<file path="src/rtl/logm_pkg.sv">
// logm_pkg: shared types and codes for the lidar occupancy grid marker
// depends on nothing; used by the controller, datapath and top level
package logm_pkg;

	typedef enum logic [1:0] {
		OP_CLEAR = 2'd0,
		OP_BEAM  = 2'd1,
		OP_READ  = 2'd2,
		OP_NONE  = 2'd3
	} op_t;

	typedef enum logic [1:0] {
		ST_DONE    = 2'd0,
		ST_INVALID = 2'd1,
		ST_JUMP    = 2'd2,
		ST_UNUSED  = 2'd3
	} status_t;

	localparam logic [2:0] CELL_EMPTY  = 3'd0;
	localparam logic [2:0] CELL_OBST   = 3'd1;
	localparam logic [2:0] CELL_ORIGIN = 3'd5;

	// configuration register indexes
	localparam logic [2:0] REG_CELLS_PER_MM = 3'd0;
	localparam logic [2:0] REG_ANGLE_STEP   = 3'd1;
	localparam logic [2:0] REG_HEADING      = 3'd2;
	localparam logic [2:0] REG_ORIGIN_ROW   = 3'd3;
	localparam logic [2:0] REG_ORIGIN_COL   = 3'd4;
	localparam logic [2:0] REG_GRID_ROWS    = 3'd5;
	localparam logic [2:0] REG_GRID_COLS    = 3'd6;
	localparam logic [2:0] REG_JUMP_LIMIT   = 3'd7;

	// reset values of the registers
	localparam logic [23:0] RST_CELLS_PER_MM = 24'd167772;
	localparam logic [23:0] RST_ANGLE_STEP   = 24'd9992;
	localparam logic [23:0] RST_HEADING      = 24'd0;
	localparam logic [6:0]  RST_ORIGIN_ROW   = 7'd30;
	localparam logic [8:0]  RST_ORIGIN_COL   = 9'd50;
	localparam logic [7:0]  RST_GRID_ROWS    = 8'd110;
	localparam logic [9:0]  RST_GRID_COLS    = 10'd360;
	localparam logic [15:0] RST_JUMP_LIMIT   = 16'd30;

	// grid coordinates, wide enough for origin plus any projected offset
	typedef logic signed [19:0] coord_t;

	// stamp counter, covers a radius up to 7
	typedef logic [3:0] span_cnt_t;

	typedef struct packed {
		logic capture;
		logic sweep;
		logic origin_wr;
		logic check;
		logic sine;
		logic cosine;
		logic mul_row;
		logic round_row;
		logic stamp;
		logic read;
		logic read_cap;
		logic out_load;
	} logm_cmd_t;

	typedef struct packed {
		op_t  op;
		logic skip;
		logic sweep_last;
		logic stamp_last;
	} logm_sts_t;

endpackage

</file>
<file path="src/rtl/logm_ctrl.sv">
// logm_ctrl: sequencing state machine of the grid marker
// depends on logm_pkg
module logm_ctrl
	import logm_pkg::*;
(
	input  logic      clk,
	input  logic      arst_n,
	input  logic      in_valid,
	output logic      in_stall,
	output logic      out_valid,
	input  logic      out_stall,
	input  logm_sts_t sts,
	output logm_cmd_t cmd
);

	typedef enum logic [11:0] {
		S_IDLE    = 12'b0000_0000_0001,
		S_CLEAR   = 12'b0000_0000_0010,
		S_ORIGIN  = 12'b0000_0000_0100,
		S_CHECK   = 12'b0000_0000_1000,
		S_SINE    = 12'b0000_0001_0000,
		S_COSINE  = 12'b0000_0010_0000,
		S_MULROW  = 12'b0000_0100_0000,
		S_ROUND   = 12'b0000_1000_0000,
		S_STAMP   = 12'b0001_0000_0000,
		S_READ    = 12'b0010_0000_0000,
		S_READCAP = 12'b0100_0000_0000,
		S_FINISH  = 12'b1000_0000_0000
	} state_t;

	state_t state_q, state_d;
	logic   out_valid_q;
	logic   boot_q;
	logic   load;

	assign in_stall  = (state_q != S_IDLE);
	assign out_valid = out_valid_q;
	assign load      = (state_q == S_FINISH) && (!out_valid_q || !out_stall);

	always_comb begin
		cmd     = '0;
		state_d = state_q;
		case (state_q)
			S_IDLE: begin
				if (in_valid) begin
					cmd.capture = 1'b1;
					case (sts.op)
						OP_CLEAR: state_d = S_CLEAR;
						OP_BEAM:  state_d = S_CHECK;
						OP_READ:  state_d = S_READ;
						default:  state_d = S_FINISH;
					endcase
				end
			end
			S_CLEAR: begin
				cmd.sweep = 1'b1;
				if (sts.sweep_last) state_d = S_ORIGIN;
			end
			S_ORIGIN: begin
				cmd.origin_wr = 1'b1;
				// the clearing pass after reset has no result
				state_d       = boot_q ? S_IDLE : S_FINISH;
			end
			S_CHECK: begin
				cmd.check = 1'b1;
				state_d   = sts.skip ? S_FINISH : S_SINE;
			end
			S_SINE: begin
				cmd.sine = 1'b1;
				state_d  = S_COSINE;
			end
			S_COSINE: begin
				cmd.cosine = 1'b1;
				state_d    = S_MULROW;
			end
			S_MULROW: begin
				cmd.mul_row = 1'b1;
				state_d     = S_ROUND;
			end
			S_ROUND: begin
				cmd.round_row = 1'b1;
				state_d       = S_STAMP;
			end
			S_STAMP: begin
				cmd.stamp = 1'b1;
				if (sts.stamp_last) state_d = S_FINISH;
			end
			S_READ: begin
				cmd.read = 1'b1;
				state_d  = S_READCAP;
			end
			S_READCAP: begin
				cmd.read_cap = 1'b1;
				state_d      = S_FINISH;
			end
			S_FINISH: begin
				if (load) begin
					cmd.out_load = 1'b1;
					state_d      = S_IDLE;
				end
			end
			default: state_d = S_IDLE;
		endcase
	end

	always_ff @(posedge clk or negedge arst_n) begin
		if (!arst_n) begin
			state_q     <= S_CLEAR;
			out_valid_q <= 1'b0;
			boot_q      <= 1'b1;
		end else begin
			state_q <= state_d;
			if (state_q == S_ORIGIN) begin
				boot_q <= 1'b0;
			end
			if (load) begin
				out_valid_q <= 1'b1;
			end else if (!out_stall) begin
				out_valid_q <= 1'b0;
			end
		end
	end

endmodule

</file>
<file path="config.mk">
export PLATFORM = sky130hd
export DESIGN_NAME = logm_ctrl
export DESIGN_NICKNAME = d
export VERILOG_FILES = /design/src/rtl/logm_pkg.sv /design/src/rtl/logm_ctrl.sv
export SDC_FILE = /design/constraint.sdc
export NUM_CORES = 1
export LEC_CHECK = 0
export BUFFER_PORTS_ARGS = -buffer_cell sky130_fd_sc_hd__buf_2
export CORE_MARGIN = 3
export CORE_UTILIZATION = 55
export DETAILED_ROUTE_END_ITERATION = 12
export GPL_ROUTABILITY_DRIVEN = 0
export GPL_TIMING_DRIVEN = 0
export PLACE_DENSITY = 0.82
export SLEW_MARGIN = 15
export SYNTH_ARGS = -nofsm -noshare
export SYNTH_HDL_FRONTEND = slang
export SYNTH_SLANG_ARGS = --single-unit
</file>
<file path="constraint.sdc">
create_clock -name clk -period 4.22 [get_ports clk]
set_input_delay 0.211 -clock clk [delete_from_list [all_inputs] [get_ports clk]]
set_output_delay 0.211 -clock clk [all_outputs]
set_load 0.005 [all_outputs]
</file>
## Yosys cells after proc, flatten, opt, wreduce, memory -nomap -nowiden

Index checks and enable logic that the tools add are counted.
W data, S select, Z words.

| word-level totals | value |
|---|---|
| output and inout port bits | 14 |
| ROM bits | 0 |
| latch bits | 0 |
| word-level logic and storage cells | 53 |
| memories | 0 |
| bits in writable memories | 0 |
| register bits | 14 |

| operators by class | value |
|---|---|
| $mul | 0 |
| magnitude comparators | 0 |
| shift-type cells | 0 |
| multiplexer cells | 24 |
| div/mod/pow operators | 0 |
| bitwise logic cells | 0 |
| $add $sub $neg | 0 |
| equality and inequality tests | 20 |
| reduce and logical (&&, ||, !) cells | 6 |

Operators with widths:

| cell | count |
|---|---|
| $pmux W12 S12 | 1 |
| $mux W12 | 6 |
| $pmux W12 S3 | 1 |
| $mux W1 | 16 |
| $eq A12 B1 Y1 const B | 1 |
| $eq A12 B10 Y1 const B | 1 |
| $eq A12 B11 Y1 const B | 1 |
| $eq A12 B12 Y1 const B | 1 |
| $eq A12 B2 Y1 const B | 1 |
| $eq A12 B3 Y1 const B | 1 |
| $eq A12 B4 Y1 const B | 1 |
| $eq A12 B5 Y1 const B | 1 |
| $eq A12 B6 Y1 const B | 1 |
| $eq A12 B7 Y1 const B | 1 |
| $eq A12 B8 Y1 const B | 1 |
| $eq A12 B9 Y1 const B | 1 |
| $ne A12 B1 Y1 const B | 1 |
| $ne A2 B2 Y1 const B | 4 |
| $reduce_and A4 Y1 | 1 |
| $eq A2 B1 Y1 const B | 1 |
| $eq A2 B2 Y1 const B | 1 |
| $logic_not A1 Y1 | 2 |
| $logic_not A2 Y1 | 1 |
| $ne A2 B1 Y1 const B | 1 |
| other kinds (2) | 2 |

## Longest topological paths before layout

Gate-level depths: netlist (run 1).

| depth | value |
|---|---|
| depth in word-level cells | 5 |
| depth in mapped cells | 7 |
| depth with buffers taken out | 5 |

## Worst setup path before layout (run 1)

No wires, ideal clock.

| timing | value |
|---|---|
| path kind | flip-flop to flip-flop |
| start | register state_q[11] |
| end | register state_q[3] |
| setup time | 120 ps |
| stages on the path, launching flop included | 8 |
| arrival | 1874 ps |
| period minus slack after synthesis | 1993 ps |
| slack | 2227 ps |
| path through | dfrtp_1 -> buf_6 -> or4_1 -> buf_2 -> or4_4 -> nand4_4 -> or4_4 -> nor3b_1 |

| on the way | value |
|---|---|
| word-level cells in the longest chain between the ends | 4 |
| elaborated cells between the ends (all ways) | 19 |
| those cells by class | eq/ne (16); mux (1); reduce/logical (2) |

Ends and longest elaborated chain:

| element | line | source |
|---|---|---|
| start: declaration | logm_ctrl.sv:31 | `state_t state_q, state_d;` |
| start signal: assignment | logm_ctrl.sv:112 | `state_q <= state_d;` |
| $eq A12 B12 Y1 | logm_ctrl.sv:38, logm_ctrl.sv:43 |  |
| $logic_and A1 B1 Y1 | logm_ctrl.sv:38 | `assign load = (state_q == S_FINISH) && (!out_valid_q \|\| !out_stall);` |
| $ne A2 B2 Y1 (no source line) | - |  |
| $reduce_and A4 Y1 (no source line) | - |  |

Several ways; a longest one is shown, not always the timed one.
A chain may end at the register's enable or synchronous reset.

==> results.toml, run 1 <==
[status]
run_status = "finished clean"

[sta]
worst_slack_ns = 1.79
hold_viol = 0
rsz0062_at_grt = "no"
fin_crit_sh_pct = 57.5
period_needed_ns = 2.43
setup_tns_ns = 0
slew_viol_final = 0
worst_pin_slew_ns = 0.849
fmax_mhz = 412
skew_ns = 0.000667
relSlewSlack_pct = 42.8
setup_viol = 0

[synth]
synth.ff_latch_count = 14
avgSynthCellArea_um2 = 9.49
synth.cell_area_um2 = 921
synth_cell_types = 37
synth_top_family_by_area = "simple AND/OR/NAND/NOR gates"
syn_inst = 97
synth_simple_gate_area_share_pct = 45.2
synth_xor_area_share_pct = 1.90
synth_compound_area_share_pct = 9.10
syn_nets = 106
muxShareOfSynthArea_pct = 0
synth_fa_ha_area_share_pct = 0
seq_area_frac_synth_pct = 38.3
yosys_warnings = 0

[worst_setup_path]
reg2reg_depth = 6
crit_buf_inv = 2
critPathLaunchType = "flop"
rr_endpoint = "state_q[3]"
crit_end = "cmd[2]"
crit_path_end_kind = "primary output"
cp_cell_sequence = "buf_2, or4_1, or2_4, nor4_2, buf_2"
worstPathRequired_ns = 4.01
critical-path-slowest-cell = "or4_1"
cp.arrival_ns = 2.21
crit_type = "flop to primary output"
cp_max_fo = 8
critPathTopFamily = "simple AND/OR/NAND/NOR gates"
ff2ff_setup_slack_ns = 2.06
slowest_delay_ns = 0.63
cp_num_cells = 5
crit_start = "state_q[0]"
r2r-start = "state_q[0]"
cp_common_cell = "buf_2"

[run]
drv_cap = 0

[floorplanning]
io-pin-count = 23
design.die.area_mm2 = 0.00220
fp-row-count = 14
die_height_um = 46.9
die_w_um = 46.9
core_area_mm2 = 0.00154
initial_core_util_pct = 59.7

[route]
drt-total-wl_um = 2050
vias = 871
drc = 0
dr.pass1.iters = 4
via_per_inst = 6.27
ant_nets = 0
drt_iter0_drc = 17
wl_per_cell_um = 14.7

[global_routing]
grt_pass1_wl_um = 3150
antenna_found_initial = 0
overflow = 0
grt_max_degree = 15
grt_pass1_vias = 716
grtUsageTotal_pct = 21.1

[pwr]
total_power_mw = 0.661
ir_drop_mv = 0.459
power_density_mw_per_mm2 = 610
p_leak_nw = 0.560

[cts]
cts_buffer_depth = 2
clk_pin_slew_ns = 0.08
cts-root-buf = "clkbuf_4"
cts.sinks = 14
hold_buffers = 1
numCtsBuffers = 3
htreeDepth = 1
cts_tree = "yes"
cts_resized = 0
cts_setup_buffers = 0
clock_latency_ns = 0.28

[layout]
finalCoreUtilization_pct = 70.3
design_area_mm2 = 0.00108
drive_gt1_share_pct = 35.8
diodes = 0
fin_nets = 134
area_growth_pct = 17.7

[placement]
dpl-instance-area_mm2 = 0.00105
port_buffers = 22
place_ws_ns = 2.09
place_hpwl_um = 1560

[min_path]
min_path_type = "input pin to flop"
min_path_cells = 2
## synth_stat cells
library cell  instances  area share (%)
dfrtp_1              12              33
nor2_1                8             3.3
nand2_1               6             2.4
nor4_1                6             4.1
buf_2                 4             2.2
nor3_1                4             2.2
or4_4                 4             4.9
and3b_1               3             2.9
inv_1                 3             1.2
nand2b_1              3             2.0
nor2b_1               3             2.0
nor4b_1               3             2.9
or4_1                 3             2.4
or4b_2                3             3.3
a211oi_1              2             1.6
a21oi_1               2             1.1
and2_1                2             1.4
dfstp_2               2             5.7
nand3_1               2             1.1
nand4_1               2             1.4
nor3b_1               2             1.6
or3_1                 2             1.4
xor2_1                2             1.9
a22o_1                1            0.95
a311oi_1              1            0.95
and2b_1               1            0.82
and3_1                1            0.68
buf_4                 1            0.82
buf_6                 1             1.2
nand4_4               1             2.3
nor4_2                1             1.4
o21ai_0               1            0.54
o21ai_1               1            0.54
o2bb2ai_1             1            0.95
o311a_1               1             1.1
o31ai_2               1             1.4
or2_4                 1            0.95
## how the worst min path moves through the flow
stage / start / end / slack [ns]
global placement: arst_n / state_q[6] / 0.12
detailed placement: arst_n / state_q[6] / 0.13
CTS: sts[2] / state_q[4] / 0.08
floorplan: arst_n / out_valid / -0.08
global route: sts[2] / state_q[4] / 0.1
finish: sts[2] / state_q[4] / 0.08
## flip-flops by register name, indices dropped and copies added (netlist names)
name       flops
boot_q         1
state_q       12
out_valid      1
## report_power, final
group	internal [mW]	switching, mW	total (mW)
registers	0.166	0.0296	0.195
logic	0.174	0.215	0.389
clock network	0.0332	0.0427	0.0759
total	0.373	0.288	0.661
## cell families after synthesis
group                     Yosys count
and+or+nand+nor                    61
xor gates and xnor gates            2
buffers and inverters               9
DFF                                14
AOI/OAI and AO/OA                  11
## cell usage in the layout, fill, tap and decap left out, types with 2 or more instances in the layout
cell type and count:
nand3_1 2, a21oi_1 2, nor2_1 8, nor2b_1 3, or4b_2 3, or3_1 2
or4_4 4, nand2b_1 3, buf_2 26, clkbuf_4 3, nand4_1 2, dfstp_2 2
a211oi_1 2, nor4_1 6, or4_1 3, nor3_1 4, nand2_1 6, nor4b_1 3
and2_1 2, inv_1 3, and3b_1 3, nor3b_1 2, xor2_1 2, dfrtp_1 12
## layout make-up
| type | count | area, µm² |
|---|---|---|
| plain buffers | 6 | 38.8 |
| clock buffers | 3 | 22.5 |
| fillers | 128 | 458 |
| inverters | 3 | 11.3 |
| multi-input cells | 74 | 518 |
| flip-flops and latches | 14 | 353 |
| well taps | 16 | 20.0 |
| repair buffers | 23 | 120 |
## stage by stage
step | hold WS [ns] | std cells
finish | 0.0808 | 139
global placement | 0.125 | 135
detailed placement | 0.128 | 135
global route | 0.0961 | 139
CTS | 0.0817 | 139
floorplan | -0.0846 | 97
## routing by layer
metal	vias up	GRT usage, %	wire (µm)
met2	35	33.9	983
li1	428	-	-
met1	403	26.8	864
met5	-	0	0
met4	0	9.94	35
met3	5	4.60	163
(Power assumes the default switching activity.)
==> inputs of run 2 (changes only) <==
--- a/config.mk
+++ b/config.mk
@@ -7,11 +7,11 @@
 export LEC_CHECK = 0
 export BUFFER_PORTS_ARGS = -buffer_cell sky130_fd_sc_hd__buf_2
 export CORE_MARGIN = 3
-export CORE_UTILIZATION = 55
+export CORE_UTILIZATION = 46
 export DETAILED_ROUTE_END_ITERATION = 12
 export GPL_ROUTABILITY_DRIVEN = 0
 export GPL_TIMING_DRIVEN = 0
-export PLACE_DENSITY = 0.82
+export PLACE_DENSITY = 0.73
 export SLEW_MARGIN = 15
 export SYNTH_ARGS = -nofsm -noshare
 export SYNTH_HDL_FRONTEND = slang
==> constraint.sdc (replaced) <==
create_clock -name clk -period 2.2 [get_ports clk]
set_input_delay 0.11 -clock clk [delete_from_list [all_inputs] [get_ports clk]]
set_output_delay 0.11 -clock clk [all_outputs]
set_load 0.005 [all_outputs]
==> run 2 against run 1 <==
Against the previous run: the run now ends with negative setup slack left; routed wire length is 29% higher; register-to-register slack worse by 2.1 ns; final cell count is 14% higher; sequential share of layout area fell by 4.7 points; power is 120% higher; combinational power rose by 150%; worst setup slack got worse by 1.8 ns; global-route usage increased by 0.39 points; clock-buffer cell count unchanged; clock power increased by 94%; first-iteration DRC count rose by 110%; worst hold slack better by 0.017 ns; critical endpoint is now state_q[9]; highest routed layer unchanged.
==> results.toml, run 2 (synthesis results as in run 1) <==
[layout]
layout_common_cells = "22 x buf_2, 8 x buf_4, 8 x dfrtp_1"
largest_reg_flops = 12
drive_gt1_share_pct = 50.7
diodes = 0
finalCoreUtilization_pct = 71.4
layoutNonFillerInstCount = 159
final_common_cell = "buf_2"
area_growth_pct = 39.7
fin_nets = 145
top_register = "state_q"
design_area_mm2 = 0.00129

[pwr]
total_power_mw = 1.48
sw_frac_of_total_pct = 43.3
pwr-share-comb_pct = 64.9
internal_power_mw = 0.837
p_sw_mw = 0.639
p_leak_nw = 0.622
power_frac_clock_pct = 10.0
power_density_mw_per_mm2 = 1150
ir_drop_mv = 0.780
seq_power_share_pct = 25.1

[worst_setup_path]
ff2ff_setup_slack_ns = -0.001
crit_start = "state_q[6]"
cp_max_fo = 7
reg2reg_depth = 7
critical-path-slowest-cell = "or4_4"
crit_path_end_kind = "flop"
rr_endpoint = "state_q[9]"
slowest_delay_ns = 0.54
critPathLaunchType = "flop"
crit_type = "flop to flop"
worstPathRequired_ns = 2.37
cp_common_cell = "or4_4"
cp.arrival_ns = 2.37
r2r-start = "state_q[6]"
cp_cell_sequence = "or4_4, buf_6, buf_4, or4_4, nand4_4, or4_4, nor3b_1"

[floorplanning]
die_w_um = 50.7
fp-row-count = 15
io-pin-count = 23
design.die.area_mm2 = 0.00257
core_area_mm2 = 0.00180
initial_core_util_pct = 51.1
die_height_um = 50.7

[placement]
place_hpwl_um = 1600
dpl-instance-area_mm2 = 0.00106
dp_cells = 144
place_ws_ns = 0.0748
port_buffers = 22

[sta]
fmax_mhz = 454
worst_slack_ns = -0.00123
period_needed_ns = 2.20
fin_crit_sh_pct = 100
setup_tns_ns = -0.00123
hold_viol = 0
slew_viol_final = 0
setup_viol = 1
worst_pin_slew_ns = 0.651
finalHoldWorstSlack_ns = 0.0975
rsz0062_at_grt = "yes"
skew_ns = 0.00854
relSlewSlack_pct = 56.2

[min_path]
min_path_cells = 3
hold_start = "out_stall"
min_path_type = "input pin to flop"
hold_end = "out_valid"

[cts]
clock_latency_ns = 0.28
cts.sinks = 14
clk_pin_slew_ns = 0.09
cts_tree = "yes"
htreeDepth = 1
cts_buffer_depth = 2
numCtsBuffers = 3
cts-root-buf = "clkbuf_4"

[global_routing]
overflow = 0
grtUsageTotal_pct = 21.5
grt_pass1_vias = 895
grt_max_degree = 15
antenna_found_initial = 0
grt_pass1_wl_um = 4000

[status]
violations = "negative setup slack"
run_status = "complete, but fails checks"

[route]
drt_iter0_drc = 35
via_per_inst = 6.01
wl_per_cell_um = 16.7
ant_nets = 0
drt-total-wl_um = 2650
drc = 0
dr.pass1.iters = 4
vias = 955

[run]
drv_cap = 0
## run 2: cell count changes in the layout (fill, tap and decap cells not counted), sizes merged
cell	change
buf	+8
dlygate4sd3	+3
## run 2: how the worst max path moves through the flow
stage                            end  slack, ns  cells past startpoint
after floorplan           state_q[3]       0.21                      7
after global placement    state_q[0]       0.11                      6
after detailed placement  state_q[0]       0.07                      6
after CTS                     cmd[2]      0.003                      5
after global routing      state_q[9]      -0.04                      7
final                     state_q[9]     -0.001                      7
## run 2: critical path, delay by kind of cell (launching register included)
| family | cells | cell delay, ns |
|---|---|---|
| and+or+nand+nor | 5 | 1.38 |
| DFF | 1 | 0.42 |
| buffers and inverters | 2 | 0.29 |
## run 2: layer usage
layer | share of wire, % | GRT usage, % | up-vias | wire [µm]
met5 | 0 | 0 | - | 0
met4 | 3.6 | 18.8 | 0 | 96
met3 | 4.2 | 3.86 | 9 | 112
met2 | 48 | 31.7 | 35 | 1260
met1 | 44 | 26.5 | 466 | 1180
li1 | - | - | 445 | -
## run 2: final cells by class
class | count | area, µm²
multi-input combinational | 74 | 586
fill | 150 | 515
sequential | 14 | 358
timing repair buffer | 35 | 231
buffer | 5 | 46.3
tap | 25 | 31.3
clock buffer | 3 | 22.5
inverter | 3 | 11.3
## run 2: power by group through the flow
stage | logic [mW] | clock network, mW | registers, mW
floorplan | 0.564 | 0 | 0.365
global placement | 0.721 | 0 | 0.372
detailed placement | 0.737 | 0 | 0.377
CTS | 0.818 | 0.149 | 0.362
global route | 1.04 | 0.172 | 0.376
finish | 0.958 | 0.147 | 0.370
## run 2: repair_timing
action | in CTS | in global routing
endpoints found under the hold margin | 15 | 1
setup buffers | 6 | 3
cloned | 0 | 0
endpoints found under the setup margin | 3 | 18
hold buffers | 2 | 2
pin swaps | 2 | 5
resized for setup | 10 | 17
==> inputs of run 3 (changes only) <==
--- a/config.mk
+++ b/config.mk
@@ -5,12 +5,13 @@
 export SDC_FILE = /design/constraint.sdc
 export NUM_CORES = 1
 export LEC_CHECK = 0
+export ABC_AREA = 1
 export BUFFER_PORTS_ARGS = -buffer_cell sky130_fd_sc_hd__buf_2
 export CORE_MARGIN = 3
 export CORE_UTILIZATION = 46
 export DETAILED_ROUTE_END_ITERATION = 12
 export GPL_ROUTABILITY_DRIVEN = 0
-export GPL_TIMING_DRIVEN = 0
+export GPL_TIMING_DRIVEN = 1
 export PLACE_DENSITY = 0.73
 export SLEW_MARGIN = 15
 export SYNTH_ARGS = -nofsm -noshare
==> run 3 against run 2 <==
Against the previous run: the run now ends clean; final cell count is 21% higher; flip-flop and latch count did not move; core utilization is 10 points lower; clock-buffer cell count rose by 1; sequential share of layout area rose by 3.8 points; first-iteration DRC count is 69% lower; clock power is 6% higher; fmax grew 37%; sequential power decreased by 5%; routed wire length fell by 23%; power fell by 17%; non-clock buffer count is 16 lower; critical path type is now flop to primary output; largest cell class unchanged; largest power group unchanged.
==> results.toml, run 3 <==
[status]
run_status = "finished clean"

[global_routing]
grt_pass1_wl_um = 3500
overflow = 0
antenna_found_initial = 0
grt_max_degree = 15
grt_pass1_vias = 852
grtUsageTotal_pct = 17.7

[cts]
cts.sinks = 14
cts_tree = "yes"
cts-root-buf = "clkbuf_4"
cts_setup_buffers = 0
clk_pin_slew_ns = 0.09
clock_latency_ns = 0.29
htreeDepth = 1
cts_buffer_depth = 2
numCtsBuffers = 3
cts_resized = 0

[worst_setup_path]
worstPathRequired_ns = 2.09
critical-path-slowest-cell = "dfrtp_1"
cp_max_fo = 5
crit_path_end_kind = "primary output"
critPathTopFamily = "simple AND/OR/NAND/NOR gates"
crit_type = "flop to primary output"
ff2ff_setup_slack_ns = 0.65
crit_buf_inv = 2
critPathLaunchType = "flop"
cp.arrival_ns = 1.50
slowest_delay_ns = 0.42
cp_cell_sequence = "nor2_2, nand2_4, nor2_4, nand2_1, inv_1, buf_2"

[placement]
dp_cells = 186
place_hpwl_um = 1700
place_ws_ns = 0.670
dpl-instance-area_mm2 = 0.00107
port_buffers = 22

[sta]
worst_pin_slew_ns = 0.314
hold_viol = 0
slew_viol_final = 0
finalHoldWorstSlack_ns = 0.00469
worst_slack_ns = 0.588
skew_ns = 0.0112
period_needed_ns = 1.61
fin_crit_sh_pct = 73.3
fmax_mhz = 621
setup_tns_ns = 0
relSlewSlack_pct = 79.1
setup_viol = 0
rsz0062_at_grt = "no"

[route]
drc = 0
via_per_inst = 4.67
drt-total-wl_um = 2030
dr.pass1.iters = 4
wl_per_cell_um = 10.6
vias = 897
ant_nets = 0
drt_iter0_drc = 11

[synth]
seq_area_frac_synth_pct = 37.7
synth.cell_area_um2 = 937
avgSynthCellArea_um2 = 6.69
syn_inst = 140
yosys_warnings = 0
netlist.area_leader.share_pct = 32.0
synthMostInstantiatedCell = "nand2_1"
syn_nets = 149
synth_edf_count = 0
synth.ff_latch_count = 14
synth_top_area_cell = "dfrtp_1"
yosys-top-cells-count = "35 x nand2_1, 28 x inv_1, 23 x nor2_1, 12 x dfrtp_1, 7 x nand3_1"
synth_cell_types = 23
synth_ff_type = "dfrtp_1"
synthArstFlopShare_pct = 100
synth_area_leaders = "dfrtp_1 32%, nand2_1 14%, inv_1 11%"

[pwr]
power_frac_clock_pct = 12.7
p_sw_mw = 0.596
seq_power_share_pct = 28.6
power_density_mw_per_mm2 = 1100
ir_drop_mv = 0.659
p_leak_nw = 0.708
internal_power_mw = 0.635
pwr-share-comb_pct = 58.8
sw_frac_of_total_pct = 48.4

[floorplanning]
core_area_mm2 = 0.00182
fp-row-count = 15
die_height_um = 51.1
io-pin-count = 23
die_w_um = 51.1
initial_core_util_pct = 51.5
design.die.area_mm2 = 0.00261

[layout]
design_area_mm2 = 0.00112
drive_gt1_share_pct = 26.9
layout_common_cells = "35 x nand2_1, 28 x inv_1, 23 x nor2_1"
fin_nets = 177
diodes = 0
layoutNonFillerInstCount = 192
area_growth_pct = 19.2
top_register = "state_q"
largest_reg_flops = 12
final_common_cell = "nand2_1"

[run]
drv_cap = 0

[min_path]
min_path_type = "input pin to flop"
[run 3: cell count changes after synthesis, moves of 4 or more]
cell     before  now
nand2_1       6   35
inv_1         3   28
nor2_1        8   23
nand3_1       2    7
nor2_2        0    5
nor4_1        6    1
buf_2         4    0
nand2_2       0    4
or4_4         4    0
[run 3: per-stage QoR]
step           util (%)  power (mW)
2_1_floorplan         -       0.908
3_3_place_gp       58.8        1.06
3_5_place_dp       58.8        1.08
4_1_cts            61.4        1.24
5_1_grt            61.4        1.37
6_report           61.4        1.23
[run 3: kinds of logic (layout without fill, tap and decap cells)]
kind of cell	Yosys count	count (layout)	synth area share (%)
flops	14	14	37.7
simple gates	89	89	46.1
compound gates	5	5	3.07
buf+inv	32	59	13.2
[run 3: final cells by class]
type                            count  area, µm²
Multi-Input combinational cell     94        460
Tap cell                           25       31.3
Sequential cell                    14        353
Inverter                           31        116
Timing Repair Buffer               24        130
Clock buffer                        4       26.3
Fill cell                         190        703
[run 3: power by group through the flow]
stage | clock (mW) | combinational [mW] | sequential [mW]
2_1_floorplan | 0 | 0.557 | 0.351
3_3_place_gp | 0 | 0.706 | 0.356
3_5_place_dp | 0 | 0.727 | 0.356
4_1_cts | 0.158 | 0.733 | 0.352
5_1_grt | 0.173 | 0.834 | 0.360
6_report | 0.156 | 0.724 | 0.352
[run 3: repair_timing]
action	4_1_cts	5_1_grt
hold endpoints to repair	15	0
setup endpoints to repair	0	0
hold buffers	2	0
[run 3: final timing paths]
path,depth (start not counted),end,start
max in group asynchronous,2,state_q[1],arst_n
hold / removal,2,state_q[3],sts[4]
min in group asynchronous,2,state_q[5],arst_n
hold reg to reg,2,boot_q,boot_q
setup reg to reg,9,state_q[0],state_q[5]
setup / recovery,6,cmd[10],state_q[5]
[run 3: routing by layer]
metal	up-vias	track usage, %	wire (µm)
met5	-	0	0
met3	5	2.04	78
met4	0	8.52	38
li1	475	-	-
met2	22	32.2	1030
met1	395	20.3	887
